### src/hw/rtl/nvmeqp_pkg.sv
// Shared types, constants and pointer helpers for the NVMe queue pair tracker.
package nvmeqp_pkg;

  localparam int PTR_W      = 10;
  localparam int OFF_W      = 16;
  localparam int SQID_W     = 16;
  localparam int QID_W      = 4;
  localparam int CMD_W      = 3;
  localparam int SIZE_W     = 11;
  localparam int EB_W       = 7;
  localparam int CFG_IDX_W  = 8;
  localparam int CFG_DATA_W = 11;

  localparam logic [SIZE_W-1:0] RING_MIN = 11'd2;
  localparam logic [SIZE_W-1:0] RING_CAP = 11'd1024;
  localparam logic [EB_W-1:0]   EB_MIN   = 7'd1;
  localparam logic [EB_W-1:0]   EB_MAX   = 7'd64;

  typedef enum logic [CMD_W-1:0] {
    CMD_SQ_ENQ  = 3'd0,
    CMD_CQ_POLL = 3'd1,
    CMD_CQ_DEQ  = 3'd2,
    CMD_SQ_DB   = 3'd3,
    CMD_CQ_DB   = 3'd4
  } cmd_t;

  localparam logic [CFG_IDX_W-1:0] REG_SQ_ENTRIES = 8'd0;
  localparam logic [CFG_IDX_W-1:0] REG_CQ_ENTRIES = 8'd1;
  localparam logic [CFG_IDX_W-1:0] REG_SQ_EBYTES  = 8'd2;
  localparam logic [CFG_IDX_W-1:0] REG_CQ_EBYTES  = 8'd3;

  typedef struct packed {
    logic [CMD_W-1:0]  command;
    logic [QID_W-1:0]  queue_id;
    logic              cqe_phase;
    logic [SQID_W-1:0] cqe_sq_id;
    logic [PTR_W-1:0]  cqe_sq_head;
  } in_item_t;

  typedef struct packed {
    logic             ready_res;
    logic [PTR_W-1:0] slot_index;
    logic [OFF_W-1:0] slot_offset;
    logic [PTR_W-1:0] command_id;
    logic [PTR_W-1:0] doorbell_value;
    logic             bad_queue;
  } out_item_t;

  // Write side of the submission queue pointer tables.
  typedef struct packed {
    logic             tail_we;
    logic [PTR_W-1:0] tail_data;
    logic             head_we;
    logic [PTR_W-1:0] head_data;
  } tbl_wr_t;

  function automatic logic [SIZE_W-1:0] ring_size(input logic [SIZE_W-1:0] v);
    logic [SIZE_W-1:0] r;
    r = v;
    if (v < RING_MIN) r = RING_MIN;
    if (v > RING_CAP) r = RING_CAP;
    return r;
  endfunction

  function automatic logic [EB_W-1:0] entry_bytes(input logic [EB_W-1:0] v);
    logic [EB_W-1:0] r;
    r = v;
    if (v < EB_MIN) r = EB_MIN;
    if (v > EB_MAX) r = EB_MAX;
    return r;
  endfunction

  // Step a ring pointer; anything at or past the ring size goes to zero.
  function automatic logic [PTR_W-1:0] advance(input logic [PTR_W-1:0] p,
                                               input logic [SIZE_W-1:0] size);
    logic [SIZE_W-1:0] n;
    n = {1'b0, p} + SIZE_W'(1);
    return (n >= size) ? '0 : n[PTR_W-1:0];
  endfunction

endpackage

### src/hw/rtl/nvmeqp_sq_table.sv
// Submission queue tail and head pointer memories with per-entry valid bits.
module nvmeqp_sq_table
  import nvmeqp_pkg::*;
#(
  parameter int MAX_QUEUES = 16
) (
  input  logic                 clk,
  input  logic                 rst_n,
  input  logic                 rd_en,
  input  logic [((MAX_QUEUES > 1) ? $clog2(MAX_QUEUES) : 1)-1:0] rd_addr,
  input  tbl_wr_t              wr,
  input  logic [((MAX_QUEUES > 1) ? $clog2(MAX_QUEUES) : 1)-1:0] tail_waddr,
  input  logic [((MAX_QUEUES > 1) ? $clog2(MAX_QUEUES) : 1)-1:0] head_waddr,
  output logic [PTR_W-1:0]     tail_q,
  output logic [PTR_W-1:0]     head_q
);

  logic [PTR_W-1:0]      tail_mem [MAX_QUEUES];
  logic [PTR_W-1:0]      head_mem [MAX_QUEUES];
  logic [MAX_QUEUES-1:0] tail_vld_r;
  logic [MAX_QUEUES-1:0] head_vld_r;
  logic [PTR_W-1:0]      tail_rd_r;
  logic [PTR_W-1:0]      head_rd_r;
  logic                  tail_hit_r;
  logic                  head_hit_r;

  always_ff @(posedge clk) begin
    if (wr.tail_we) begin
      tail_mem[tail_waddr] <= wr.tail_data;
    end
    if (wr.head_we) begin
      head_mem[head_waddr] <= wr.head_data;
    end
  end

  // Entries never written read as zero, the reset value of both tables.
  always_ff @(posedge clk) begin
    if (!rst_n) begin
      tail_vld_r <= '0;
      head_vld_r <= '0;
    end else begin
      if (wr.tail_we) tail_vld_r[tail_waddr] <= 1'b1;
      if (wr.head_we) head_vld_r[head_waddr] <= 1'b1;
    end
  end

  always_ff @(posedge clk) begin
    if (rd_en) begin
      tail_rd_r  <= tail_mem[rd_addr];
      head_rd_r  <= head_mem[rd_addr];
      tail_hit_r <= tail_vld_r[rd_addr];
      head_hit_r <= head_vld_r[rd_addr];
    end
  end

  assign tail_q = tail_hit_r ? tail_rd_r : '0;
  assign head_q = head_hit_r ? head_rd_r : '0;

`ifndef SYNTHESIS
  a_no_rd_wr_overlap: assert property (@(posedge clk) disable iff (!rst_n)
    rd_en |-> !(wr.tail_we || wr.head_we))
    else $error("pointer table read and write in the same cycle");

  a_tail_valid_set: assert property (@(posedge clk) disable iff (!rst_n)
    wr.tail_we |=> tail_vld_r[$past(tail_waddr)])
    else $error("tail entry not marked valid after write");

  a_head_valid_set: assert property (@(posedge clk) disable iff (!rst_n)
    wr.head_we |=> head_vld_r[$past(head_waddr)])
    else $error("head entry not marked valid after write");
`endif

endmodule

### src/hw/rtl/nvme_queue_pair_tracker_core.sv
// Top level of the NVMe queue pair tracker: command sequencer, CQ state, config.
//
// Usage:
//   Drive in_item and raise start; the command is taken at the rising edge where
//   start is high and busy is low. busy is high for the one cycle in which the
//   command executes.
//   Each command yields exactly one result beat: out_valid is high for one cycle
//   with out_item. The receiver cannot stall; the beat is taken at the edge that
//   ends that cycle.
//   The command is registered with the state into execute; the result is then
//   registered into out_item_r and shown on the ports with out_valid.
//   No new command is taken while busy. The submission queue tail and
//   head tables are synchronous memories with a registered read; the read is
//   issued at accept and the read-modify-write finishes in the execute cycle,
//   so busy interlocks the next read behind the write-back.
//   A new command may be accepted in the same cycle that the previous result
//   beat is shown.
//   Configuration: cfg_valid/cfg_ready with cfg_index and cfg_data; cfg_ready is
//   always high. Write only while no command is in flight.
//   Reset (rst_n low, synchronous): pointer tables read as zero through per-entry
//   valid bits, no clearing pass; CQ head 0, expected phase 1, ring sizes 64,
//   entry sizes 64 (SQ) and 16 (CQ) bytes.
module nvme_queue_pair_tracker_core
  import nvmeqp_pkg::*;
#(
  parameter int MAX_QUEUES = 16
) (
  input  logic                 clk,
  input  logic                 rst_n,
  input  logic                 start,
  output logic                 busy,
  input  in_item_t             in_item,
  output logic                 out_valid,
  output out_item_t            out_item,
  input  logic                 cfg_valid,
  output logic                 cfg_ready,
  input  logic [CFG_IDX_W-1:0] cfg_index,
  input  logic [CFG_DATA_W-1:0] cfg_data
);

  localparam int QW = (MAX_QUEUES > 1) ? $clog2(MAX_QUEUES) : 1;

  typedef enum logic {ST_IDLE, ST_EXEC} state_t;

  state_t            state_r;
  in_item_t          item_r;
  out_item_t         out_item_r;
  logic              out_valid_r;
  logic [PTR_W-1:0]  cq_head_r;
  logic [PTR_W-1:0]  cq_head_nxt;
  logic              phase_r;
  logic              phase_nxt;
  logic [SIZE_W-1:0] sq_entries_r;
  logic [SIZE_W-1:0] cq_entries_r;
  logic [EB_W-1:0]   sq_eb_r;
  logic [EB_W-1:0]   cq_eb_r;

  logic              exec;
  logic              accept;
  logic [PTR_W-1:0]  tail_q;
  logic [PTR_W-1:0]  head_q;
  logic [PTR_W-1:0]  next_tail;
  logic [SIZE_W-1:0] cq_inc;
  logic              sq_ok;
  logic              cqid_ok;
  tbl_wr_t           wr_cmd;
  tbl_wr_t           tbl_wr;
  out_item_t         res;
  logic [PTR_W-1:0]  mul_idx;
  logic [EB_W-1:0]   mul_eb;
  logic [PTR_W+EB_W-1:0] mul_prod;

  assign exec      = (state_r == ST_EXEC);
  assign busy      = exec;
  assign accept    = start && !busy;
  assign cfg_ready = 1'b1;
  assign out_valid = out_valid_r;
  assign out_item  = out_item_r;

  nvmeqp_sq_table #(
    .MAX_QUEUES(MAX_QUEUES)
  ) u_sq_table (
    .clk       (clk),
    .rst_n     (rst_n),
    .rd_en     (accept),
    .rd_addr   (QW'(in_item.queue_id)),
    .wr        (tbl_wr),
    .tail_waddr(QW'(item_r.queue_id)),
    .head_waddr(QW'(item_r.cqe_sq_id)),
    .tail_q    (tail_q),
    .head_q    (head_q)
  );

  // Queue ids past the table are flagged and never write the memories.
  assign sq_ok     = 32'(item_r.queue_id) < MAX_QUEUES;
  assign cqid_ok   = 32'(item_r.cqe_sq_id) < MAX_QUEUES;
  assign next_tail = advance(tail_q, ring_size(sq_entries_r));
  assign cq_inc    = {1'b0, cq_head_r} + SIZE_W'(1);
  assign mul_prod  = mul_idx * mul_eb;

  always_comb begin
    res         = '0;
    wr_cmd      = '0;
    cq_head_nxt = cq_head_r;
    phase_nxt   = phase_r;
    mul_idx     = '0;
    mul_eb      = '0;
    case (item_r.command)
      CMD_SQ_ENQ: begin
        if (!sq_ok) begin
          res.bad_queue = 1'b1;
        end else begin
          res.slot_index = tail_q;
          mul_idx        = tail_q;
          mul_eb         = entry_bytes(sq_eb_r);
          // Full when the advanced tail would land on the head: hold the tail.
          if (next_tail != head_q) begin
            res.ready_res    = 1'b1;
            res.command_id   = next_tail;
            wr_cmd.tail_we   = 1'b1;
            wr_cmd.tail_data = next_tail;
          end
        end
      end
      CMD_CQ_POLL, CMD_CQ_DEQ: begin
        res.slot_index = cq_head_r;
        mul_idx        = cq_head_r;
        mul_eb         = entry_bytes(cq_eb_r);
        if (item_r.cqe_phase == phase_r) begin
          res.ready_res = 1'b1;
          if (item_r.command == CMD_CQ_DEQ) begin
            // Advance the head; flip the expected phase on wrap.
            if (cq_inc >= ring_size(cq_entries_r)) begin
              cq_head_nxt = '0;
              phase_nxt   = ~phase_r;
            end else begin
              cq_head_nxt = cq_inc[PTR_W-1:0];
            end
            if (cqid_ok) begin
              wr_cmd.head_we   = 1'b1;
              wr_cmd.head_data = item_r.cqe_sq_head;
            end else begin
              res.bad_queue = 1'b1;
            end
          end
        end
      end
      CMD_SQ_DB: begin
        if (!sq_ok) begin
          res.bad_queue = 1'b1;
        end else begin
          res.ready_res      = 1'b1;
          res.doorbell_value = tail_q;
        end
      end
      CMD_CQ_DB: begin
        res.ready_res      = 1'b1;
        res.doorbell_value = cq_head_r;
      end
      default: begin
        res = '0;
      end
    endcase
    res.slot_offset = mul_prod[OFF_W-1:0];
  end

  // Write back only in the execute cycle.
  always_comb begin
    tbl_wr         = wr_cmd;
    tbl_wr.tail_we = wr_cmd.tail_we && exec;
    tbl_wr.head_we = wr_cmd.head_we && exec;
  end

  always_ff @(posedge clk) begin
    if (!rst_n) begin
      state_r      <= ST_IDLE;
      out_valid_r  <= 1'b0;
      out_item_r   <= '0;
      item_r       <= '0;
      cq_head_r    <= '0;
      phase_r      <= 1'b1;
      sq_entries_r <= 11'd64;
      cq_entries_r <= 11'd64;
      sq_eb_r      <= 7'd64;
      cq_eb_r      <= 7'd16;
    end else begin
      case (state_r)
        ST_IDLE: begin
          out_valid_r <= 1'b0;
          if (start) begin
            item_r  <= in_item;
            state_r <= ST_EXEC;
          end
        end
        ST_EXEC: begin
          out_valid_r <= 1'b1;
          out_item_r  <= res;
          cq_head_r   <= cq_head_nxt;
          phase_r     <= phase_nxt;
          state_r     <= ST_IDLE;
        end
        default: begin
          state_r <= ST_IDLE;
        end
      endcase
      if (cfg_valid && cfg_ready) begin
        case (cfg_index)
          REG_SQ_ENTRIES: sq_entries_r <= cfg_data;
          REG_CQ_ENTRIES: cq_entries_r <= cfg_data;
          REG_SQ_EBYTES:  sq_eb_r      <= cfg_data[EB_W-1:0];
          REG_CQ_EBYTES:  cq_eb_r      <= cfg_data[EB_W-1:0];
          default: begin
            sq_entries_r <= sq_entries_r;
          end
        endcase
      end
    end
  end

`ifndef SYNTHESIS
  a_accept_to_exec: assert property (@(posedge clk) disable iff (!rst_n)
    (start && !busy) |=> busy)
    else $error("accepted command did not enter execute");

  a_exec_one_beat: assert property (@(posedge clk) disable iff (!rst_n)
    busy |=> (out_valid && !busy))
    else $error("execute cycle did not produce exactly one result beat");

  a_cq_head_moves_on_deq: assert property (@(posedge clk) disable iff (!rst_n)
    (busy && (cq_head_nxt != cq_head_r)) |-> (item_r.command == CMD_CQ_DEQ))
    else $error("completion head moved on a command other than dequeue");
`endif

endmodule

### config.mk
export PLATFORM = sky130hd
export DESIGN_NAME = nvme_queue_pair_tracker_core
export DESIGN_NICKNAME = d
export VERILOG_FILES = /design/src/hw/rtl/nvmeqp_pkg.sv /design/src/hw/rtl/nvmeqp_sq_table.sv /design/src/hw/rtl/nvme_queue_pair_tracker_core.sv
export SDC_FILE = /design/constraint.sdc
export NUM_CORES = 1
export LEC_CHECK = 0
export ABC_AREA = 1
export BUFFER_PORTS_ARGS = -buffer_cell sky130_fd_sc_hd__buf_2
export CAP_MARGIN = 20
export CORE_MARGIN = 3
export CORE_UTILIZATION = 30
export DETAILED_ROUTE_END_ITERATION = 8
export PLACE_DENSITY = 0.47
export SYNTH_ARGS = -nofsm -noshare
export SYNTH_HDL_FRONTEND = slang
export SYNTH_SLANG_ARGS = --single-unit
### constraint.sdc
create_clock -name clk -period 6.3 [get_ports clk]
set_input_delay 1.26 -clock clk [delete_from_list [all_inputs] [get_ports clk]]
set_output_delay 1.26 -clock clk [all_outputs]
set_load 0.01 [all_outputs]
Word level (Yosys, flattened, before mapping) --
Memory sizes are Yosys's and may differ from the RTL's. A register that Yosys moved wholly into a read port is not among the register bits. Cells that the tools add are included.
Storage, ports and cells: register bits 165, bits in writable memories 320, input bits 57, output and inout bits 51, word-level logic and storage cells 122, memories kept 2
Memories:
- u_sq_table.head_mem | depth 16, bits a word 10, rd ports 1, clocked after Yosys merged registers in 1, write ports 1, line nvmeqp_sq_table.sv:19 | logic [PTR_W-1:0] head_mem [MAX_QUEUES];
- u_sq_table.tail_mem | depth 16, bits a word 10, rd ports 1, clocked after Yosys merged registers in 1, write ports 1, line nvmeqp_sq_table.sv:18 | logic [PTR_W-1:0] tail_mem [MAX_QUEUES];
Operators by class: add/subtract/negate cells 2, multipliers 1, $lt $le $gt $ge 16, eq/ne operators 9, multiplexer cells 48, bitwise operators 4, reduce and logical (&&, ||, !) cells 17
Operators with widths (number):
- two-way mux 11 bit | 13
- two-way mux 10 bit | 6
- one-hot mux 10 bit (2 select lines) | 2
- OR 16 bit | 2
- two-way mux 7 bit | 4
- adder 10 x 1 -> 11 bit (second input constant) | 2
- greater-or-equal comparator 11 bit | 2
- greater-than comparator 11 bit (second input constant) | 2
- less-than comparator 11 x 2 -> 1 bit (second input constant) | 2
- equality test 8 x 2 -> 1 bit (second input constant) | 2
- less-than comparator 16 x 5 -> 1 bit (second input constant) | 1
- multiplier 10 x 7 -> 16 bit | 1
- less-than comparator 4 x 5 -> 1 bit (second input constant) | 3
- two-way mux 1 bit | 15
- greater-than comparator 7 bit (second input constant) | 2
- less-than comparator 7 x 1 -> 1 bit (second input constant) | 2
- one-hot mux 7 bit (2 select lines) | 1
- != test 10 bit | 1
- AND reduction 2 bit | 5
- binary-select mux 1 bit (select 4 bit) | 2
- demux 1 bit (select 4 bit) | 2
- equality test 8 x 1 -> 1 bit (second input constant) | 1
- greater-or-equal comparator 4 x 1 -> 1 bit (second input constant) | 2
- logical NOT 8 bit | 1
- other kinds (13) | 21

Longest topological paths before layout --
word-level depth 11, depth in mapped cells 31, mapped depth without buffers 30

Hierarchy --
Synthesis repeated with hierarchy kept, for this count alone.
Unflattened totals: cells, all modules 2801, area total of the unflattened synthesis 24589.8 µm²
Modules (own cells, without submodules):
- nvmeqp_sq_table | times used 1, cells each 1623, area an instance 16181.8 µm²
- nvme_queue_pair_tracker_core | times used 1, cells each 1178, area an instance 8408.1 µm²

Least setup slack after synthesis --
No wires, ideal clock.
kind reg2reg, from register item_r[31] in the netlist's numbering, to register out_item_r (netlist bit out_item[34]), library setup time 0.121 ns, arrival time 4.958 ns, required time 6.179 ns, slack 1.221 ns, cell stages (with the launch flop) 28, buffers on the path 1, cells stage by stage dfxtp_1 -> nor2_1 -> nand2_1 -> clkinv_1 -> nand2_1 -> inv_1 -> a22o_1 -> clkbuf_1 -> nand2_1 -> fa_1 -> fa_1 -> inv_1 -> fa_1 -> inv_1 -> fa_1 -> inv_1 -> ha_1 -> nand2_1 -> o21ai_0 -> a21oi_1 -> o21ai_0 -> inv_1 -> o21ai_0 -> nand3_1 -> nand2_1 -> nand2_1 -> nand2_1 -> o21ai_0
On the way: word-level cells in the longest chain between the ends 4, elaborated cells on any way between the ends 7, classes of those cells mul (1); eq/ne (2); mux (2); reduce/logical (2)
RTL lines:
- start, declared | line nvme_queue_pair_tracker_core.sv:46 | in_item_t item_r;
- start signal, assigned | line nvme_queue_pair_tracker_core.sv:191 | item_r <= in_item;
- equality test 3 x 2 -> 1 bit / equality test 3 x 1 -> 1 bit (equally long branches) | line nvme_queue_pair_tracker_core.sv:108 | case (item_r.command)
- OR reduction 2 bit | line nvme_queue_pair_tracker_core.sv:108
- one-hot mux 10 bit (2 select lines) / one-hot mux 7 bit (2 select lines) (equally long branches) | line nvme_queue_pair_tracker_core.sv:108
- multiplier 10 x 7 -> 16 bit (*) | line nvme_queue_pair_tracker_core.sv:99 | assign mul_prod = mul_idx * mul_eb;
- end signal, assigned | line nvme_queue_pair_tracker_core.sv:197 | out_item_r <= res;
- end, declared | line nvme_queue_pair_tracker_core.sv:47 | out_item_t out_item_r;
Every way passes the cells marked *; elsewhere a longest branch is shown, timed or not. A chain may end at the register's enable or synchronous reset.

Worst setup path after layout --
Same ends and word-level chain as after synthesis.

==> results.txt <==
vias in the first global route = 16650
number of fill cells in the layout = 7935
Least-Margin Pin Slew = 1.051 ns
syn_area_per_cell = 10.08 µm²
NumNets Final = 2572
Synth Net Count = 2490
Relative slew margins = 29.70%
worst min-delay path category = register to register
Total Die Area = 81940 µm²
startpoint of the most critical register-to-register path = item_r[31]$_SDFFE_PN0P_
source of the critical timing path = item_r[31]$_SDFFE_PN0P_
largest cells by area after synthesis = sky130_fd_sc_hd__edfxtp_1, sky130_fd_sc_hd__dfxtp_1, sky130_fd_sc_hd__nand2_1
hold_ws = 0.4475 ns
crit share post-route = 89.38%
launching element type of the critical path = register
Initial Utilization = 30.37%
instance count of the mapped netlist = 2338
highest clock frequency the design can meet = 177.6 MHz
max_cap viols = 0
Clk Latency, worst-skew pair = 0.60 ns
count of boundary I/O pins = 108
violation count after the first detailed-route iteration = 1177
pwr/cell area = 269.6 nW/µm²
number of synthesis warnings = 0
final setup fails = 0
Detail Route Antenna Nets = 0
biggest fanout along the worst timing path = 11
Final Skew = 0.02375 ns
number of buffers inserted by hold repair at cts = 0
Leakage Power = 10.79 nW
number of buffers and inverters on the critical path = 6
post-route minimum period = 5.631 ns
TritonCTS clock tree = built
sequential area share after synthesis = 57.43%
hold violation count in the final report = 0
DRC violations left = 0
highest signal layer in the routed design = met5
gate family responsible for the most delay along the worst path = adder cells
Antenna Cells = 0
Die Span Y = 286.3 µm
Crit Path Class = register to register
Post-DP HPWL = 42.22 mm
CTS buffer count = 53
CP Data Required Time = 6.78 ns
core region area = 77590 µm²
Longest Clk Path Bufs = 3
final total negative setup slack = 0 ns
top-area cell type share of the netlist area = 43.59%
most common cell after layout, fill and taps aside = sky130_fd_sc_hd__edfxtp_1
Sink Count = 505
Vias = 16650
maximum number of pins on one net before global-route repair = 117
Synth Cell Area = 23560 µm²
setup repair after global routing missed its margin = false
Critical Path AT = 6.11 ns
wirelength, routed = 63.98 mm
CP endpoint kind = register
CTS H-tree lvls = 2
Yosys reg bits = 505
library cell occupying the most area in the post-synthesis netlist = sky130_fd_sc_hd__edfxtp_1
most frequent cells in the layout = sky130_fd_sc_hd__edfxtp_1, sky130_fd_sc_hd__nand2_1, sky130_fd_sc_hd__inv_1
most instantiated flip-flop cell in the synthesis netlist = sky130_fd_sc_hd__edfxtp_1
number of buffer cells added on primary ports = 106
wire length of the first global-routing pass = 98.55 mm
overflow left after global routing = 0
Metal-1 WL = 29.30 mm
number of enable-type register cells in the synthesized netlist = 342
clock transition at the registers of the reported paths = 0.07 ns
async set-or-reset flop fraction in the synthesized netlist = 0%
number of max-slew violations in the final report = 0
Initial DRT Pass Iterations = 7
GP Congestion = 0.8390
global router's overall resource usage = 15.56%
count of different cell masters after synthesis = 54
VDD IR max = 0.1857 mV
average detailed-routed wire length per instance = 18.26 µm
Critical Path Max Stage Delay = 0.56 ns
Routed met2 length = 30.30 mm
master of the slowest instance on the critical path = sky130_fd_sc_hd__fa_1
wire length on met3 = 2.595 mm
Worst Min Path Start = u_sq_table.tail_vld_r[12]$_SDFFE_PN0P_
Std-Cell Rows = 102
crit-path most repeated cell = sky130_fd_sc_hd__nand2_1
antenna violations before repair = 2
status = finished, final reports clean
Area growth syn-to-layout = 14.40%
width of the die = 286.3 µm
layout cells sized above 1 = 11.08%
vias per inst = 4.752
root buffer cell = sky130_fd_sc_hd__clkbuf_16
[synthesized netlist by cell type, types with 2 or more instances]
library cell               number
sky130_fd_sc_hd__nand2_4        2
sky130_fd_sc_hd__nor3_1         4
sky130_fd_sc_hd__buf_4          2
sky130_fd_sc_hd__xnor2_1        3
sky130_fd_sc_hd__nand3_1       53
sky130_fd_sc_hd__a21oi_1      177
sky130_fd_sc_hd__nand3_4        3
sky130_fd_sc_hd__nand3b_1       5
sky130_fd_sc_hd__nor4_1         7
sky130_fd_sc_hd__nor3b_1        2
sky130_fd_sc_hd__o21ai_0      220
sky130_fd_sc_hd__nor2_1       206
sky130_fd_sc_hd__or4_1          2
sky130_fd_sc_hd__nand4_1       22
sky130_fd_sc_hd__clkinv_1       3
sky130_fd_sc_hd__buf_1         10
sky130_fd_sc_hd__xor2_1        13
sky130_fd_sc_hd__fa_1          38
sky130_fd_sc_hd__nor2_2        11
sky130_fd_sc_hd__nand2_1      332
sky130_fd_sc_hd__mux2i_1       82
sky130_fd_sc_hd__o22ai_1       22
sky130_fd_sc_hd__or2_2          4
sky130_fd_sc_hd__nand3_2        3
sky130_fd_sc_hd__inv_2          7
sky130_fd_sc_hd__edfxtp_1     342
sky130_fd_sc_hd__a22o_1        16
sky130_fd_sc_hd__clkbuf_1      92
sky130_fd_sc_hd__nor2_4         5
sky130_fd_sc_hd__buf_6          2
sky130_fd_sc_hd__nand2_2        9
sky130_fd_sc_hd__dfxtp_1      163
sky130_fd_sc_hd__buf_2          7
sky130_fd_sc_hd__inv_1        310
sky130_fd_sc_hd__o211ai_1      83
sky130_fd_sc_hd__ha_1          57
sky130_fd_sc_hd__o221ai_1       2
[repair_timing]
action                                  CTS  global route
endpoints found under the setup margin    0             1
resized for setup                         0             2
buffers inserted                          0             0
[registers in the layout (all words and copies together) (netlist names), 11 cells and up]
signal                 flops
u_sq_table.tail_vld_r     16
sq_entries_r              11
u_sq_table.tail_mem      160
out_item                  48
cq_entries_r              11
item_r                    34
u_sq_table.head_vld_r     16
u_sq_table.head_mem      160
[layer usage]
metal	track usage, %	vias up
li1	-	8113
met1	20.78	8121
met2	26.18	328
met3	2.264	87
met4	4.683	2
met5	0	-
[worst paths after layout]
check                                      endpoint  slack (ns)  cells after the start
min          u_sq_table.tail_vld_r[12]$_SDFFE_PN0P_        0.45                      2
max reg2reg               out_item[34]$_SDFFE_PN0P_        0.67                     26
max                       out_item[34]$_SDFFE_PN0P_        0.67                     26
min reg2reg  u_sq_table.tail_vld_r[12]$_SDFFE_PN0P_        0.45                      2
[through the flow]
step                cells  instance area [µm²]  setup slack [ns]  power [mW]  utilization, %
floorplan            2338                23560             1.221       4.030               -
global placement     3400                25180            0.6855       4.217           32.45
detailed placement   3400                25180            0.6123       4.221           32.45
CTS                  3499                26900            0.5801       7.366           34.67
global route         3504                26950           0.05796       7.562           34.74
finish               3504                26950            0.6688       7.268           34.74
[area by class of cell]
cell class	instances	area (µm²)	share of cell area, %
tap	1040	1301	4.828
multi-input combinational	1398	8358	31.01
clock buffer	69	1429	5.301
inverter	320	1204	4.465
sequential	505	13530	50.21
clock inverter	30	292.8	1.086
timing repair buffer	142	837.1	3.105
[logic make-up after synthesis]
kind of cell / count (synthesis) / synth area share (%)
xor gates and xnor gates: 17 / 0.6638
DFF: 505 / 57.43
AOI/OAI and AO/OA: 531 / 12.70
buffers and inverters: 435 / 7.179
muxes: 82 / 3.483
adders and majority gates: 95 / 6.255
other: 1 / 0.01592
and+or+nand+nor: 672 / 12.27
[worst reg2reg max path, cell delays in order (launching register included)]
cell                       delay (ns)
sky130_fd_sc_hd__dfxtp_1         0.38
sky130_fd_sc_hd__nor2_1          0.10
sky130_fd_sc_hd__nand2_1         0.29
sky130_fd_sc_hd__clkinv_1        0.20
sky130_fd_sc_hd__nand2_1         0.12
sky130_fd_sc_hd__inv_1           0.09
sky130_fd_sc_hd__a22o_2          0.32
sky130_fd_sc_hd__nand2_1         0.10
sky130_fd_sc_hd__fa_1            0.47
sky130_fd_sc_hd__fa_1            0.56
sky130_fd_sc_hd__inv_1           0.06
sky130_fd_sc_hd__fa_1            0.53
sky130_fd_sc_hd__inv_1           0.06
sky130_fd_sc_hd__fa_1            0.53
sky130_fd_sc_hd__inv_1           0.04
sky130_fd_sc_hd__ha_1            0.34
sky130_fd_sc_hd__nand2_1         0.08
sky130_fd_sc_hd__o21ai_0         0.16
sky130_fd_sc_hd__a21oi_1         0.09
sky130_fd_sc_hd__o21ai_0         0.23
sky130_fd_sc_hd__inv_1           0.08
sky130_fd_sc_hd__o21ai_0         0.31
sky130_fd_sc_hd__nand3_1         0.11
sky130_fd_sc_hd__nand2_1         0.10
sky130_fd_sc_hd__nand2_1         0.05
sky130_fd_sc_hd__nand2_1         0.05
sky130_fd_sc_hd__o21ai_0         0.07
[where the power goes]
part | internal [mW] | total (mW) | switching [mW]
Combinational | 0.159 | 0.552 | 0.393
Clock | 1.84 | 3.12 | 1.28
Sequential | 3.57 | 3.60 | 0.0254
Total | 5.57 | 7.27 | 1.70
Power figures use the tool's default switching activity.
